<file path="src/hdl/esa_pkg.sv">
// ============================================================================
// esa_pkg
// Shared types and codes of the effect slot allocator: command, status and
// register index codes, the slot entry layout and the controller states.
// ============================================================================
package esa_pkg;

    // field widths
    localparam int CMD_W      = 3;
    localparam int ID_W       = 8;
    localparam int TYPE_W     = 8;
    localparam int STATUS_W   = 2;
    localparam int BIDX_W     = 5;
    localparam int POOL_W     = 16;
    localparam int EB_W       = 8;
    localparam int CFG_IDX_W  = 2;
    localparam int CFG_DATA_W = 16;

    // command codes
    localparam logic [CMD_W-1:0] CMD_CREATE   = 3'd0;
    localparam logic [CMD_W-1:0] CMD_ALLOC_AT = 3'd1;
    localparam logic [CMD_W-1:0] CMD_START    = 3'd2;
    localparam logic [CMD_W-1:0] CMD_STOP     = 3'd3;
    localparam logic [CMD_W-1:0] CMD_FREE     = 3'd4;
    localparam logic [CMD_W-1:0] CMD_FREE_ALL = 3'd5;

    // status codes
    localparam logic [STATUS_W-1:0] STAT_OK      = 2'd0;
    localparam logic [STATUS_W-1:0] STAT_FULL    = 2'd1;
    localparam logic [STATUS_W-1:0] STAT_INVALID = 2'd2;

    // configuration register indexes
    localparam logic [CFG_IDX_W-1:0] CFG_POOL_SIZE    = 2'd0;
    localparam logic [CFG_IDX_W-1:0] CFG_EFFECT_BYTES = 2'd1;

    // reset values of the configuration registers
    localparam logic [POOL_W-1:0] POOL_SIZE_RESET    = 16'd4096;
    localparam logic [EB_W-1:0]   EFFECT_BYTES_RESET = 8'd32;

    // one slot of the table
    typedef struct packed {
        logic              alloc;
        logic              play;
        logic [TYPE_W-1:0] etype;
    } slot_entry_t;

    // controller states
    typedef enum logic [1:0] {
        ST_IDLE,
        ST_SCAN,
        ST_MODIFY,
        ST_FINISH
    } state_t;

endpackage

</file>
<file path="src/hdl/esa_ram.sv">
// ============================================================================
// esa_ram
// Generic simple dual-port RAM: one write port, one read port with the read
// data registered (held while no read is issued).
// ============================================================================
module esa_ram #(
    parameter int WIDTH = 8,
    parameter int DEPTH = 16
) (
    input  logic                     clk,
    input  logic                     wr_en,
    input  logic [$clog2(DEPTH)-1:0] wr_addr,
    input  logic [WIDTH-1:0]         wr_data,
    input  logic                     rd_en,
    input  logic [$clog2(DEPTH)-1:0] rd_addr,
    output logic [WIDTH-1:0]         rd_data
);

    logic [WIDTH-1:0] mem [DEPTH];

    // write port
    always_ff @(posedge clk)
    begin
        if (wr_en)
        begin
            mem[wr_addr] <= wr_data;
        end
    end

    // registered read port
    always_ff @(posedge clk)
    begin
        if (rd_en)
        begin
            rd_data <= mem[rd_addr];
        end
    end

endmodule

</file>
<file path="src/hdl/esa_slot_store.sv">
// ============================================================================
// esa_slot_store
// Slot table storage: the entry RAM plus one valid flag per entry, so that
// reset and free-all clear the whole table at once. An entry that was never
// written since the last clear reads as all zero.
// ============================================================================
module esa_slot_store
    import esa_pkg::*;
#(
    parameter int NUM_SLOTS = 16
) (
    input  logic                           clk,
    input  logic                           rst_n,
    input  logic                           clr_all,
    input  logic                           rd_en,
    input  logic [$clog2(NUM_SLOTS+1)-1:0] rd_addr,
    output slot_entry_t                    rd_entry,
    input  logic                           wr_en,
    input  logic [$clog2(NUM_SLOTS+1)-1:0] wr_addr,
    input  slot_entry_t                    wr_entry
);

    localparam int DEPTH   = NUM_SLOTS + 1;
    localparam int ENTRY_W = $bits(slot_entry_t);

    logic [DEPTH-1:0]   ent_valid_reg;
    logic               rd_vld_reg;
    logic [ENTRY_W-1:0] ram_rd_data;

    // entry memory
    esa_ram #(
        .WIDTH (ENTRY_W),
        .DEPTH (DEPTH)
    ) u_ram (
        .clk     (clk),
        .wr_en   (wr_en),
        .wr_addr (wr_addr),
        .wr_data (wr_entry),
        .rd_en   (rd_en),
        .rd_addr (rd_addr),
        .rd_data (ram_rd_data)
    );

    // valid flags, cleared together on reset and free-all
    always_ff @(posedge clk or negedge rst_n)
    begin
        if (!rst_n)
        begin
            ent_valid_reg <= '0;
            rd_vld_reg    <= 1'b0;
        end
        else
        begin
            if (clr_all)
            begin
                ent_valid_reg <= '0;
            end
            else if (wr_en)
            begin
                ent_valid_reg[wr_addr] <= 1'b1;
            end
            if (rd_en)
            begin
                rd_vld_reg <= ent_valid_reg[rd_addr];
            end
        end
    end

    // never-written entries read as the cleared value
    assign rd_entry = rd_vld_reg ? slot_entry_t'(ram_rd_data) : '0;

endmodule

</file>
<file path="src/hdl/effect_slot_allocator_core.sv">
// ============================================================================
// effect_slot_allocator_core
// Force-feedback effect slot allocator. Slots 1..NUM_SLOTS each hold an
// allocated mark, a playing mark and an effect type in a slot RAM with a
// registered read; a create takes the lowest free slot at or above the
// next-free pointer and charges effect_bytes against a saturating pool
// counter. One command is worked at a time and gives one result item.
// Invalid ids, free-all and unknown commands go straight to the finish
// state; allocate_at, start, stop and free first do one RAM read and one
// write back; create runs the slot scan, which reads one RAM entry per cycle
// from the next-free pointer up to the first free slot after the one taken.
// A new item is accepted as soon as the result is in the output register; a
// result held by the receiver stalls input.
// ============================================================================
module effect_slot_allocator_core
    import esa_pkg::*;
#(
    parameter int NUM_SLOTS = 16
) (
    input  logic                  clk,
    input  logic                  rst_n,
    // command channel
    input  logic                  in_valid,
    output logic                  in_ready,
    input  logic [CMD_W-1:0]      command,
    input  logic [ID_W-1:0]       slot_id,
    input  logic [TYPE_W-1:0]     effect_type,
    // result channel
    output logic                  out_valid,
    input  logic                  out_ready,
    output logic [STATUS_W-1:0]   status,
    output logic [BIDX_W-1:0]     block_index,
    output logic [POOL_W-1:0]     pool_available,
    output logic                  slot_allocated,
    output logic                  slot_playing,
    output logic [TYPE_W-1:0]     slot_type,
    // configuration channel
    input  logic                  cfg_valid,
    output logic                  cfg_ready,
    input  logic [CFG_IDX_W-1:0]  cfg_index,
    input  logic [CFG_DATA_W-1:0] cfg_data
);

    localparam int ADDR_W  = $clog2(NUM_SLOTS + 1);
    localparam int SLOT_W  = $clog2(NUM_SLOTS + 2);
    localparam int IDX_W   = (SLOT_W > BIDX_W) ? SLOT_W : BIDX_W;
    localparam int IDC_W   = ID_W + 1;
    localparam int SUM_W   = POOL_W + 1;

    localparam logic [SLOT_W-1:0] ONE_SLOT  = SLOT_W'(1);
    localparam logic [SLOT_W-1:0] LAST_SLOT = SLOT_W'(NUM_SLOTS);
    localparam logic [IDC_W-1:0]  MAX_ID    = IDC_W'(NUM_SLOTS);
    localparam logic [IDX_W-1:0]  IDX_ONE   = IDX_W'(1);

    // control state
    state_t              state_reg, state_next;
    logic [SLOT_W-1:0]   next_free_reg, next_free_next;
    logic [IDX_W-1:0]    last_index_reg, last_index_next;
    logic [POOL_W-1:0]   pool_reg, pool_next;
    logic [POOL_W-1:0]   pool_size_reg, pool_size_next;
    logic [EB_W-1:0]     effect_bytes_reg, effect_bytes_next;
    logic                chk_live_reg, chk_live_next;
    logic                phase2_reg, phase2_next;
    logic                out_valid_reg, out_valid_next;

    // working and result payload
    logic [CMD_W-1:0]    cmd_reg, cmd_next;
    logic [ADDR_W-1:0]   id_reg, id_next;
    logic [TYPE_W-1:0]   etype_reg, etype_next;
    logic [SLOT_W-1:0]   scan_ptr_reg, scan_ptr_next;
    logic [SLOT_W-1:0]   chk_ptr_reg, chk_ptr_next;
    logic [STATUS_W-1:0] res_status_reg, res_status_next;
    slot_entry_t         res_entry_reg, res_entry_next;
    logic [STATUS_W-1:0] status_reg, status_next;
    logic [BIDX_W-1:0]   block_index_reg, block_index_next;
    logic [POOL_W-1:0]   pool_available_reg, pool_available_next;
    slot_entry_t         out_entry_reg, out_entry_next;

    // slot store access
    logic                st_clr;
    logic                st_rd_en;
    logic [ADDR_W-1:0]   st_rd_addr;
    slot_entry_t         st_rd_entry;
    logic                st_wr_en;
    logic [ADDR_W-1:0]   st_wr_addr;
    slot_entry_t         st_wr_entry;

    logic                id_ok;
    logic [SUM_W-1:0]    refund_sum;
    slot_entry_t         mod_entry;

    esa_slot_store #(
        .NUM_SLOTS (NUM_SLOTS)
    ) u_store (
        .clk      (clk),
        .rst_n    (rst_n),
        .clr_all  (st_clr),
        .rd_en    (st_rd_en),
        .rd_addr  (st_rd_addr),
        .rd_entry (st_rd_entry),
        .wr_en    (st_wr_en),
        .wr_addr  (st_wr_addr),
        .wr_entry (st_wr_entry)
    );

    // slot id range check
    assign id_ok = (slot_id != '0) && ({1'b0, slot_id} <= MAX_ID);

    // pool refund before the ceiling clamp
    assign refund_sum = {1'b0, pool_reg} + SUM_W'(effect_bytes_reg);

    // handshakes
    assign in_ready  = (state_reg == ST_IDLE);
    assign cfg_ready = 1'b1;

    // next state, store access and datapath
    always_comb
    begin
        state_next          = state_reg;
        next_free_next      = next_free_reg;
        last_index_next     = last_index_reg;
        pool_next           = pool_reg;
        pool_size_next      = pool_size_reg;
        effect_bytes_next   = effect_bytes_reg;
        chk_live_next       = chk_live_reg;
        phase2_next         = phase2_reg;
        out_valid_next      = out_valid_reg;
        cmd_next            = cmd_reg;
        id_next             = id_reg;
        etype_next          = etype_reg;
        scan_ptr_next       = scan_ptr_reg;
        chk_ptr_next        = chk_ptr_reg;
        res_status_next     = res_status_reg;
        res_entry_next      = res_entry_reg;
        status_next         = status_reg;
        block_index_next    = block_index_reg;
        pool_available_next = pool_available_reg;
        out_entry_next      = out_entry_reg;
        st_clr              = 1'b0;
        st_rd_en            = 1'b0;
        st_rd_addr          = '0;
        st_wr_en            = 1'b0;
        st_wr_addr          = '0;
        st_wr_entry         = '0;
        mod_entry           = st_rd_entry;

        // result taken downstream
        if (out_valid_reg && out_ready)
        begin
            out_valid_next = 1'b0;
        end

        // register writes
        if (cfg_valid)
        begin
            unique case (cfg_index)
                CFG_POOL_SIZE:    pool_size_next    = cfg_data;
                CFG_EFFECT_BYTES: effect_bytes_next = cfg_data[EB_W-1:0];
                default:          ;
            endcase
        end

        unique case (state_reg)
            ST_IDLE:
            begin
                if (in_valid)
                begin
                    cmd_next        = command;
                    id_next         = slot_id[ADDR_W-1:0];
                    etype_next      = effect_type;
                    res_status_next = STAT_OK;
                    res_entry_next  = '0;
                    state_next      = ST_FINISH;
                    unique case (command) inside
                        CMD_CREATE:
                        begin
                            scan_ptr_next = next_free_reg;
                            chk_live_next = 1'b0;
                            phase2_next   = 1'b0;
                            state_next    = ST_SCAN;
                        end
                        CMD_ALLOC_AT, CMD_START, CMD_STOP, CMD_FREE:
                        begin
                            if (id_ok)
                            begin
                                st_rd_en   = 1'b1;
                                st_rd_addr = slot_id[ADDR_W-1:0];
                                state_next = ST_MODIFY;
                            end
                            else
                            begin
                                res_status_next = STAT_INVALID;
                            end
                        end
                        CMD_FREE_ALL:
                        begin
                            st_clr         = 1'b1;
                            next_free_next = ONE_SLOT;
                            pool_next      = pool_size_reg;
                        end
                        default: ;
                    endcase
                end
            end

            ST_SCAN:
            begin
                // issue one read per cycle until past the last slot
                if (scan_ptr_reg <= LAST_SLOT)
                begin
                    st_rd_en      = 1'b1;
                    st_rd_addr    = scan_ptr_reg[ADDR_W-1:0];
                    scan_ptr_next = scan_ptr_reg + ONE_SLOT;
                end
                chk_ptr_next  = scan_ptr_reg;
                chk_live_next = 1'b1;

                // examine the entry read last cycle
                if (chk_live_reg)
                begin
                    if (!phase2_reg)
                    begin
                        if (chk_ptr_reg > LAST_SLOT)
                        begin
                            // no free slot left
                            res_status_next = STAT_FULL;
                            last_index_next = '0;
                            state_next      = ST_FINISH;
                        end
                        else if (!st_rd_entry.alloc)
                        begin
                            // take this slot, then keep scanning for the pointer
                            st_wr_en          = 1'b1;
                            st_wr_addr        = chk_ptr_reg[ADDR_W-1:0];
                            st_wr_entry.alloc = 1'b1;
                            st_wr_entry.play  = 1'b0;
                            st_wr_entry.etype = etype_reg;
                            res_entry_next    = st_wr_entry;
                            last_index_next   = IDX_W'(chk_ptr_reg);
                            pool_next         = (pool_reg > POOL_W'(effect_bytes_reg)) ?
                                                (pool_reg - POOL_W'(effect_bytes_reg)) : '0;
                            phase2_next       = 1'b1;
                        end
                    end
                    else if ((chk_ptr_reg > LAST_SLOT) || !st_rd_entry.alloc)
                    begin
                        next_free_next = chk_ptr_reg;
                        state_next     = ST_FINISH;
                    end
                end
            end

            ST_MODIFY:
            begin
                // read-modify-write of the addressed slot
                case (cmd_reg)
                    CMD_ALLOC_AT:
                    begin
                        mod_entry.alloc = 1'b1;
                        mod_entry.play  = 1'b0;
                        mod_entry.etype = '0;
                    end
                    CMD_START:
                    begin
                        mod_entry.play = 1'b1;
                    end
                    CMD_STOP:
                    begin
                        mod_entry.play = 1'b0;
                    end
                    CMD_FREE:
                    begin
                        mod_entry.alloc = 1'b0;
                        mod_entry.play  = 1'b0;
                        if (SLOT_W'(id_reg) < next_free_reg)
                        begin
                            next_free_next = SLOT_W'(id_reg);
                        end
                        // refund, clamped at the pool size
                        if (pool_reg < pool_size_reg)
                        begin
                            pool_next = (refund_sum > {1'b0, pool_size_reg}) ?
                                        pool_size_reg : refund_sum[POOL_W-1:0];
                        end
                    end
                    default: ;
                endcase
                st_wr_en       = 1'b1;
                st_wr_addr     = id_reg;
                st_wr_entry    = mod_entry;
                res_entry_next = mod_entry;
                state_next     = ST_FINISH;
            end

            ST_FINISH:
            begin
                // load the output register once it is free
                if (!out_valid_reg || out_ready)
                begin
                    out_valid_next      = 1'b1;
                    status_next         = res_status_reg;
                    block_index_next    = last_index_reg[BIDX_W-1:0];
                    pool_available_next = pool_reg;
                    out_entry_next      = res_entry_reg;
                    state_next          = ST_IDLE;
                end
            end

            default:
            begin
                state_next = ST_IDLE;
            end
        endcase
    end

    // state register
    always_ff @(posedge clk or negedge rst_n)
    begin
        if (!rst_n)
        begin
            state_reg <= ST_IDLE;
        end
        else
        begin
            state_reg <= state_next;
        end
    end

    // control registers
    always_ff @(posedge clk or negedge rst_n)
    begin
        if (!rst_n)
        begin
            next_free_reg    <= ONE_SLOT;
            last_index_reg   <= IDX_ONE;
            pool_reg         <= POOL_SIZE_RESET;
            pool_size_reg    <= POOL_SIZE_RESET;
            effect_bytes_reg <= EFFECT_BYTES_RESET;
            chk_live_reg     <= 1'b0;
            phase2_reg       <= 1'b0;
            out_valid_reg    <= 1'b0;
        end
        else
        begin
            next_free_reg    <= next_free_next;
            last_index_reg   <= last_index_next;
            pool_reg         <= pool_next;
            pool_size_reg    <= pool_size_next;
            effect_bytes_reg <= effect_bytes_next;
            chk_live_reg     <= chk_live_next;
            phase2_reg       <= phase2_next;
            out_valid_reg    <= out_valid_next;
        end
    end

    // payload registers
    always_ff @(posedge clk)
    begin
        cmd_reg            <= cmd_next;
        id_reg             <= id_next;
        etype_reg          <= etype_next;
        scan_ptr_reg       <= scan_ptr_next;
        chk_ptr_reg        <= chk_ptr_next;
        res_status_reg     <= res_status_next;
        res_entry_reg      <= res_entry_next;
        status_reg         <= status_next;
        block_index_reg    <= block_index_next;
        pool_available_reg <= pool_available_next;
        out_entry_reg      <= out_entry_next;
    end

    // result outputs
    assign out_valid      = out_valid_reg;
    assign status         = status_reg;
    assign block_index    = block_index_reg;
    assign pool_available = pool_available_reg;
    assign slot_allocated = out_entry_reg.alloc;
    assign slot_playing   = out_entry_reg.play;
    assign slot_type      = out_entry_reg.etype;

`ifndef SYNTHESIS
    // next-free pointer stays within 1..NUM_SLOTS+1
    a_next_free_range: assert property (@(posedge clk) disable iff (!rst_n)
        (next_free_reg != '0) && (next_free_reg <= SLOT_W'(NUM_SLOTS + 1)))
        else $error("next-free pointer out of range");

    // slot zero is never written
    a_no_slot_zero: assert property (@(posedge clk) disable iff (!rst_n)
        st_wr_en |-> (st_wr_addr != '0))
        else $error("write to slot zero");

    // a full create reports block index zero
    a_full_index: assert property (@(posedge clk) disable iff (!rst_n)
        (out_valid && (status == STAT_FULL)) |-> (block_index == '0))
        else $error("full status with nonzero block index");

    // an accepted item always leaves the idle state
    a_accept_busy: assert property (@(posedge clk) disable iff (!rst_n)
        (in_valid && in_ready) |=> (state_reg != ST_IDLE))
        else $error("item accepted without leaving idle");
`endif

endmodule

</file>
<file path="config.mk">
export PLATFORM = sky130hd
export DESIGN_NAME = effect_slot_allocator_core
export DESIGN_NICKNAME = d
export VERILOG_FILES = /design/src/hdl/esa_pkg.sv /design/src/hdl/esa_ram.sv /design/src/hdl/esa_slot_store.sv /design/src/hdl/effect_slot_allocator_core.sv
export SDC_FILE = /design/constraint.sdc
export NUM_CORES = 1
export LEC_CHECK = 0
export ABC_CLOCK_PERIOD_IN_PS = 3850
export BUFFER_PORTS_ARGS = -buffer_cell sky130_fd_sc_hd__clkbuf_2
export CORE_ASPECT_RATIO = 0.8
export CORE_MARGIN = 2
export CORE_UTILIZATION = 55
export CTS_CLUSTER_DIAMETER = 200
export DETAILED_ROUTE_END_ITERATION = 10
export GPL_TIMING_DRIVEN = 0
export PLACE_DENSITY = 0.76
export SYNTH_ARGS = -nofsm -noshare
export SYNTH_HDL_FRONTEND = slang
export SYNTH_HIERARCHICAL = 1
export SYNTH_SLANG_ARGS = --single-unit
</file>
<file path="constraint.sdc">
create_clock -name clk -period 3.85 [get_ports clk]
set_clock_uncertainty 0.2 [all_clocks]
set_input_delay 0.77 -clock clk [delete_from_list [all_inputs] [get_ports clk]]
set_output_delay 0.77 -clock clk [all_outputs]
set_load 0.02 [all_outputs]
</file>
==> out/metrics.cfg, run 1 <==
[outcome]
status=finished with violations
violations=negative setup slack

[grt]
antenna_found_initial=2
grt_max_degree=41
grtUsageTotal_pct=26.5
grt.overflow.total=0
grt_pass1_wl_um=59100
grt_pass1_vias=10000

[timing]
min_period_ns=4.05
setup_ws_ns=-0.203
max_freq_mhz=247
worstMarginPinSlew_ns=0.936
holdWs_ns=0.0504
maxSlewViolCount=0
hold_violations=0
fin_crit_sh_pct=105
setup_violations=14
relSlewSlack_pct=37.2
rsz0062_at_grt=true

[pwr]
power_leakage_nw=7.01
p_per_area_mw_per_mm2=854
ir_drop_mv=0.420
switchingPower_w=0.00643
power.internal_w=0.00966
seq_power_share_pct=32.8
power.clock.fraction_pct=20.2
combPwrFrac_pct=47.0
swShare_pct=40.0

[clocking]
cts_buffers=34
clockBufferDepth=3
clock_sinks=324
clk_transition_reported_paths_ns=0.07
cts_tree=built
htreeDepth=2
insertion_delay_ns=0.52
ctsRootBufferMaster=clkbuf_16
holdBufCountCts=0

[floorplanning]
coreArea_mm2=0.0281
start_util_pct=55.8
die_y_um=155
io_pins=78
fp-row-count=55
dieArea_mm2=0.0299
die-width_um=193

[synthesis]
syn_area_mm2=0.0157
synthXorXnorAreaFrac_pct=1.28
synth_nets=1258
ys_types=95
syn_area_per_cell_um2=13.6
ys_warn_count=6
synth_top_family_by_area=compound AO/OA/AOI/OAI gates
synth_ff_type=edfxtp_1
yosys-top-cells-area=edfxtp_1, dfrtp_1, mux4_1
yosysTopAreaCellShare_pct=48.0
syn_inst=1156
synth_seq_cells=324
synthArstFlopShare_pct=22.5
yosys.area_share.simple_pct=10.6
synthMuxAreaShare_pct=9.07
synth_fa_ha_area_share_pct=4.88
yosysTopAreaCell=edfxtp_1
synth_compound_area_share_pct=10.8
synth_edf_count=251
seq_area_frac_synth_pct=59.7

[route]
antenna_left=0
drt_iter0_drc=1190
drt-total-wl_um=39700
drc_errors=0
via_count=10600
routedWlPerCell_um=23.0
dr.pass1.iters=5
vias_per_cell=6.17

[critical_path]
critical_path.startpoint=pool_reg[6]$_DFFE_PN0P_
cp.arrival_ns=4.26
path_class=reg -> reg
rr_endpoint=pool_reg[4]$_DFFE_PN0P_
rr_startpoint=pool_reg[6]$_DFFE_PN0P_
endpoint=pool_reg[4]$_DFFE_PN0P_
cp.required_ns=4.05
reg2reg_slack_ns=-0.20
endpoint_kind=register
cp_max_fo=9
crit_path_start_kind=register
r2r.worst_path.cells=17

[placed_design]
place_inst=1610
gp_congestion=0.946
detailed_place_hpwl_um=27000
portBuffers=76
place_ws_ns=-1.11
placed_area_mm2=0.0167

[cells_and_area]
largest_reg_flops=170
design_area_mm2=0.0188
final_util_pct=67.0
fin_nets=1425
syn2layout_area_growth_pct=20.1
final_cells=1721
final_layout_size_suffix_gt1_share_pct=27.0

[job]
cap_viol_max_count=0

[min_path]
min_path_type=in -> async

[routing by layer]
layer / share of wire [%] / vias to the layer above / wire length (µm) / global-route usage, %
li1: - / 4772 / - / -
met1: 44 / 5220 / 17500 / 41.4
met2: 43 / 550 / 16900 / 36.8
met3: 11 / 72 / 4270 / 6.27
met4: 2.3 / 0 / 930 / 8.18
met5: 0 / - / 0 / 0
[Yosys cell counts (all sizes together) (5+ instances only)]
cell type,count
xor2,11
ha,58
buf,27
mux4,42
o22ai,10
nand2b,10
a21o,13
nor3,22
a221oi,14
mux2,11
dfrtp,68
nand3b,5
dfstp,5
nor2b,7
a21boi,9
nor2,92
a31oi,9
o21ai,47
mux2i,23
and3,8
o21a,6
nor4,7
clkbuf,22
o221ai,7
nand2,94
a21oi,62
inv,52
a22o,7
nand3,30
nor3b,8
edfxtp,251
a211oi,8
xnor2,12
nand4,10
and4,6
and2,17
[how the worst min path moves through the flow]
stage | end | startpoint | slack [ns] | depth (start not counted)
3_3_place_gp | status[0]$_DFFE_PP_ | res_status_reg[0]$_SDFFCE_PP1P_ | 0.20 | 0
4_1_cts | pool_reg[0]$_DFFE_PN0P_ | rst_n | 0.05 | 1
2_1_floorplan | slot_allocated$_DFFE_PP_ | res_entry_reg[9]$_DFFE_PP_ | 0.20 | 0
6_report | pool_reg[0]$_DFFE_PN0P_ | rst_n | 0.05 | 1
3_5_place_dp | slot_allocated$_DFFE_PP_ | res_entry_reg[9]$_DFFE_PP_ | 0.20 | 0
5_1_grt | next_free_reg[3]$_DFFE_PN0P_ | rst_n | 0.09 | 1
[power groups by stage]
stage / Sequential [W] / Clock, W / Combinational, W
floorplan: 0.00537 / 0 / 0.00436
global placement: 0.00533 / 0 / 0.00611
detailed placement: 0.00534 / 0 / 0.00630
CTS: 0.00526 / 0.00329 / 0.00693
global route: 0.00535 / 0.00343 / 0.00808
finish: 0.00528 / 0.00325 / 0.00757
[timing repair]
action / in CTS / in global routing
pin swaps: 35 / 38
setup buffers: 25 / 22
gates resized for setup: 93 / 39
endpoints found under the setup margin: 230 / 185
[through the flow]
| stage | total power, W | setup TNS [ns] |
|---|---|---|
| final | 0.0161 | -1.96 |
| after global routing | 0.0169 | -6.80 |
| after CTS | 0.0155 | -0.834 |
| after detailed placement | 0.0116 | -152.91 |
| after global placement | 0.0114 | -220.27 |
| after floorplan | 0.00973 | -0.0999 |
[cell families after synthesis]
family / count (synthesis)
buf+inv: 102
mux: 76
xor+xnor: 23
fa+ha+maj: 60
simple gates: 331
other cells: 1
compound gates: 239
flops: 324
[layout by cell type, fill, tap and decap left out, types with 11 or more instances in the layout]
cell type / count
a21o_1: 13
and2_1: 13
nand2_1: 89
nor3_1: 18
a21oi_1: 52
inv_1: 50
edfxtp_1: 251
o21ai_0: 37
dfrtp_1: 65
nand3_1: 23
nor2_4: 17
clkbuf_2: 78
buf_6: 16
ha_1: 53
buf_4: 46
mux4_1: 33
clkbuf_1: 19
nor2_1: 73
mux2i_1: 19
xnor2_1: 11
clkbuf_16: 34
[worst max-delay path: stages (launching register included)]
cell,delay [ns]
dfrtp_1,0.46
ha_1,0.31
buf_2,0.19
inv_1,0.10
nor2_1,0.06
o21bai_2,0.31
nand2_2,0.12
buf_6,0.16
xnor2_4,0.12
ha_1,0.29
nand4_1,0.13
nor3_2,0.08
o31ai_4,0.31
nand3_4,0.15
a22oi_4,0.33
buf_8,0.20
nor3_2,0.05
o32a_1,0.35
[layout make-up]
type	count	area, µm²
Multi-Input combinational cell	730	6370
Tap cell	370	463
Clock buffer	43	905
Sequential cell	324	9370
Buffer	49	403
Clock inverter	19	198
Inverter	53	203
Timing Repair Buffer	131	928
Antenna cell	2	5.00
Fill cell	1901	9300
(Power assumes the default switching activity.)
==> run 2, diff against run 1 <==
--- a/config.mk
+++ b/config.mk
@@ -16,5 +16,4 @@
 export PLACE_DENSITY = 0.76
 export SYNTH_ARGS = -nofsm -noshare
 export SYNTH_HDL_FRONTEND = slang
-export SYNTH_HIERARCHICAL = 1
 export SYNTH_SLANG_ARGS = --single-unit
==> run 2 against run 1 <==
The flow still finishes with violations (negative setup slack). Critical endpoint is now pool_reg[10]$_DFFE_PN0P_. Total power down 8.7%. Core utilization down 0.93 points. Non-clock buffer count down 9. Via count up 4.8%. Die area down 3.7%.
==> out/metrics.cfg, run 2 <==
[placed_design]
gp_congestion=0.962  ; +1.7%
place_ws_ns=-1.09  ; +0.0200 ns
portBuffers=76  ; unchanged
detailed_place_hpwl_um=27300  ; +1.1%

[timing]
worstMarginPinSlew_ns=1.08  ; +0.143 ns
maxSlewViolCount=0  ; unchanged
hold_violations=0  ; unchanged
min_period_ns=4.62  ; +0.570 ns
rsz0062_at_grt=true
fin_crit_sh_pct=120  ; +15 points
setup_violations=16  ; +2
relSlewSlack_pct=28.0  ; -9.2 points
max_freq_mhz=216  ; -12%
setup-tns-final_ns=-10.35  ; -8.38 ns
setup_ws_ns=-0.772  ; -0.570 ns
holdWs_ns=0.205  ; +0.155 ns

[synthesis]
yosys-top-cells-area=edfxtp_1, dfrtp_1, nand2_1
synth_most_common_cell=edfxtp_1
ys_types=78  ; -18%
synth_nets=1353  ; +7.6%
synth_seq_cells=324  ; unchanged
synthArstFlopShare_pct=22.5  ; unchanged
synth_ff_type=edfxtp_1
yosysTopAreaCellShare_pct=49.9  ; +1.9 points
syn_inst=1251  ; +8.2%
syn_area_per_cell_um2=12.1  ; -11%
yosys-top-cells-count=edfxtp_1, nand2_1, dfrtp_1
ys_warn_count=0  ; -6
yosysTopAreaCell=edfxtp_1
synth_edf_count=251  ; unchanged
seq_area_frac_synth_pct=62.0  ; +2.3 points
syn_area_mm2=0.0151  ; -3.8%

[route]
drt-total-wl_um=40700  ; +2.6%
wl_met3_um=4320  ; +1.0%
highest_layer=met5
drt_iter0_drc=1170  ; -1.7%
routedWlPerCell_um=22.7  ; -1.6%
vias_per_cell=6.20  ; +0.57%
drc_errors=0  ; unchanged
dr.pass1.iters=5  ; unchanged
antenna_left=0  ; unchanged
drt-met1-wl_um=17300  ; -1.1%
via_count=11100  ; +4.8%
met2_length_um=18100  ; +7.1%

[critical_path]
rr_startpoint=effect_bytes_reg[0]$_DFFE_PN0P_
cp_max_fo=10  ; +1
crit_path_start_kind=register
cp.required_ns=4.03  ; -0.02 ns
reg2reg_slack_ns=-0.77  ; -0.57 ns
critical_path.startpoint=effect_bytes_reg[0]$_DFFE_PN0P_
path_class=reg -> reg
endpoint_kind=register
cp.arrival_ns=4.81  ; +0.55 ns

[floorplanning]
start_util_pct=55.6  ; -0.15 points
die-width_um=189  ; -1.9%
die_y_um=152  ; -1.9%
dieArea_mm2=0.0288  ; -3.7%
fp-row-count=54  ; -1.8%
coreArea_mm2=0.0272  ; -3.5%
io_pins=78  ; unchanged

[grt]
grtUsageTotal_pct=28.3  ; +1.7 points
antenna_found_initial=1  ; -1
grt_pass1_vias=10800  ; +7.9%
grt.overflow.total=0  ; unchanged
grt_max_degree=62  ; +51%
grt_pass1_wl_um=62200  ; +5.2%

[clocking]
cts_buffers=34  ; unchanged
clockBufferDepth=3  ; unchanged
ctsRootBufferMaster=clkbuf_16
cts_tree=built
clock_sinks=324  ; unchanged
clk_transition_reported_paths_ns=0.06  ; about the same
htreeDepth=2  ; unchanged
insertion_delay_ns=0.54  ; +0.02 ns

[cells_and_area]
final_layout_size_suffix_gt1_share_pct=20.8  ; -6.1 points
final_util_pct=66.0  ; -0.93 points
fillerInstances=2073  ; +9.0%
fin_nets=1507  ; +5.8%
syn2layout_area_growth_pct=18.7
largest_reg_flops=170  ; unchanged
diodes=0  ; -2
final_common_cell=edfxtp_1
layout_common_cells=edfxtp_1, nand2_1, clkbuf_2, dfrtp_1, a21oi_1

[min_path]
hold_start=effect_type[5]
min_path_type=in -> reg

[pwr]
ir_drop_mv=0.485  ; +15%
p_per_area_mw_per_mm2=819  ; -4.0%
power_leakage_nw=7.04  ; +0.47%

[outcome]
violations=negative setup slack
status=finished with violations

[job]
cap_viol_max_count=0  ; unchanged

run 2: cells by family after synthesis:
| group | count (synthesis) | synth area share (%) |
|---|---|---|
| other | 1 | 0.0248 |
| DFF | 324 | 62.0 |
| adders and majority gates | 60 | 5.07 |
| AOI/OAI and AO/OA | 283 | 13.0 |
| and+or+nand+nor | 418 | 12.9 |
| buffers and inverters | 102 | 2.86 |
| xor gates and xnor gates | 22 | 1.28 |
| muxes | 41 | 2.83 |
run 2: per-layer routing:
metal  track usage (%)  vias up
li1                  -     4995
met1              42.1     5495
met2              41.5      567
met3              6.77       68
met4              8.27        2
met5                 0        -
run 2: report_power, final:
part	internal [W]	total, W	switching [W]
registers	0.00476	0.00518	0.000418
logic	0.00221	0.00617	0.00396
clock network	0.00194	0.00334	0.00140
total	0.00891	0.0147	0.00578
run 2: per-stage QoR:
| step | cells | total power, W | area, µm² |
|---|---|---|---|
| floorplan | 1251 | 0.00874 | 15200 |
| global placement | 1691 | 0.0103 | 16000 |
| detailed placement | 1702 | 0.0105 | 16100 |
| CTS | 1784 | 0.0143 | 17700 |
| global route | 1794 | 0.0154 | 17900 |
| finish | 1794 | 0.0147 | 17900 |
run 2: worst paths after layout:
path                                                          to  depth (start not counted)
setup / recovery                        pool_reg[10]$_DFFE_PN0P_                         19
hold / removal                            etype_reg[5]$_DFFE_PP_                          1
setup reg to reg                        pool_reg[10]$_DFFE_PN0P_                         19
hold reg to reg                           slot_type[0]$_DFFE_PP_                          0
max in group asynchronous        effect_bytes_reg[5]$_DFFE_PN1P_                          3
min in group asynchronous  u_store.ent_valid_reg[15]$_DFFE_PN0P_                          2
run 2: final cells by class:
class                           count  area [µm²]  share of cell area [%]
Inverter                           49         188                    1.05
Timing Repair Buffer              120         762                    4.25
Clock inverter                     21         244                    1.36
Sequential cell                   324        9370                    52.3
Multi-Input combinational cell    825        5760                    32.1
Clock buffer                       40         883                    4.93
Buffer                             51         274                    1.53
Tap cell                          364         455                    2.54
run 2: critical path, cell delays in order, from the launching register on:
cell	delay (ns)
dfrtp_1	0.38
ha_2	0.19
inv_2	0.04
fa_2	0.35
o21ba_4	0.22
or4_4	0.46
a311o_1	0.33
a211oi_2	0.21
xor2_1	0.23
ha_1	0.29
nand3_2	0.13
nor3_4	0.06
buf_6	0.13
a211oi_4	0.21
a211oi_2	0.12
or2_4	0.27
buf_12	0.15
buf_4	0.14
a221oi_2	0.26
o21ai_1	0.09
run 2: repair_timing:
action	4_1_cts	5_1_grt
buffers inserted	21	11
pin swaps	23	8
endpoints found under the hold margin	11	0
endpoints found under the setup margin	192	199
gates resized for setup	63	37
hold buffers	1	0
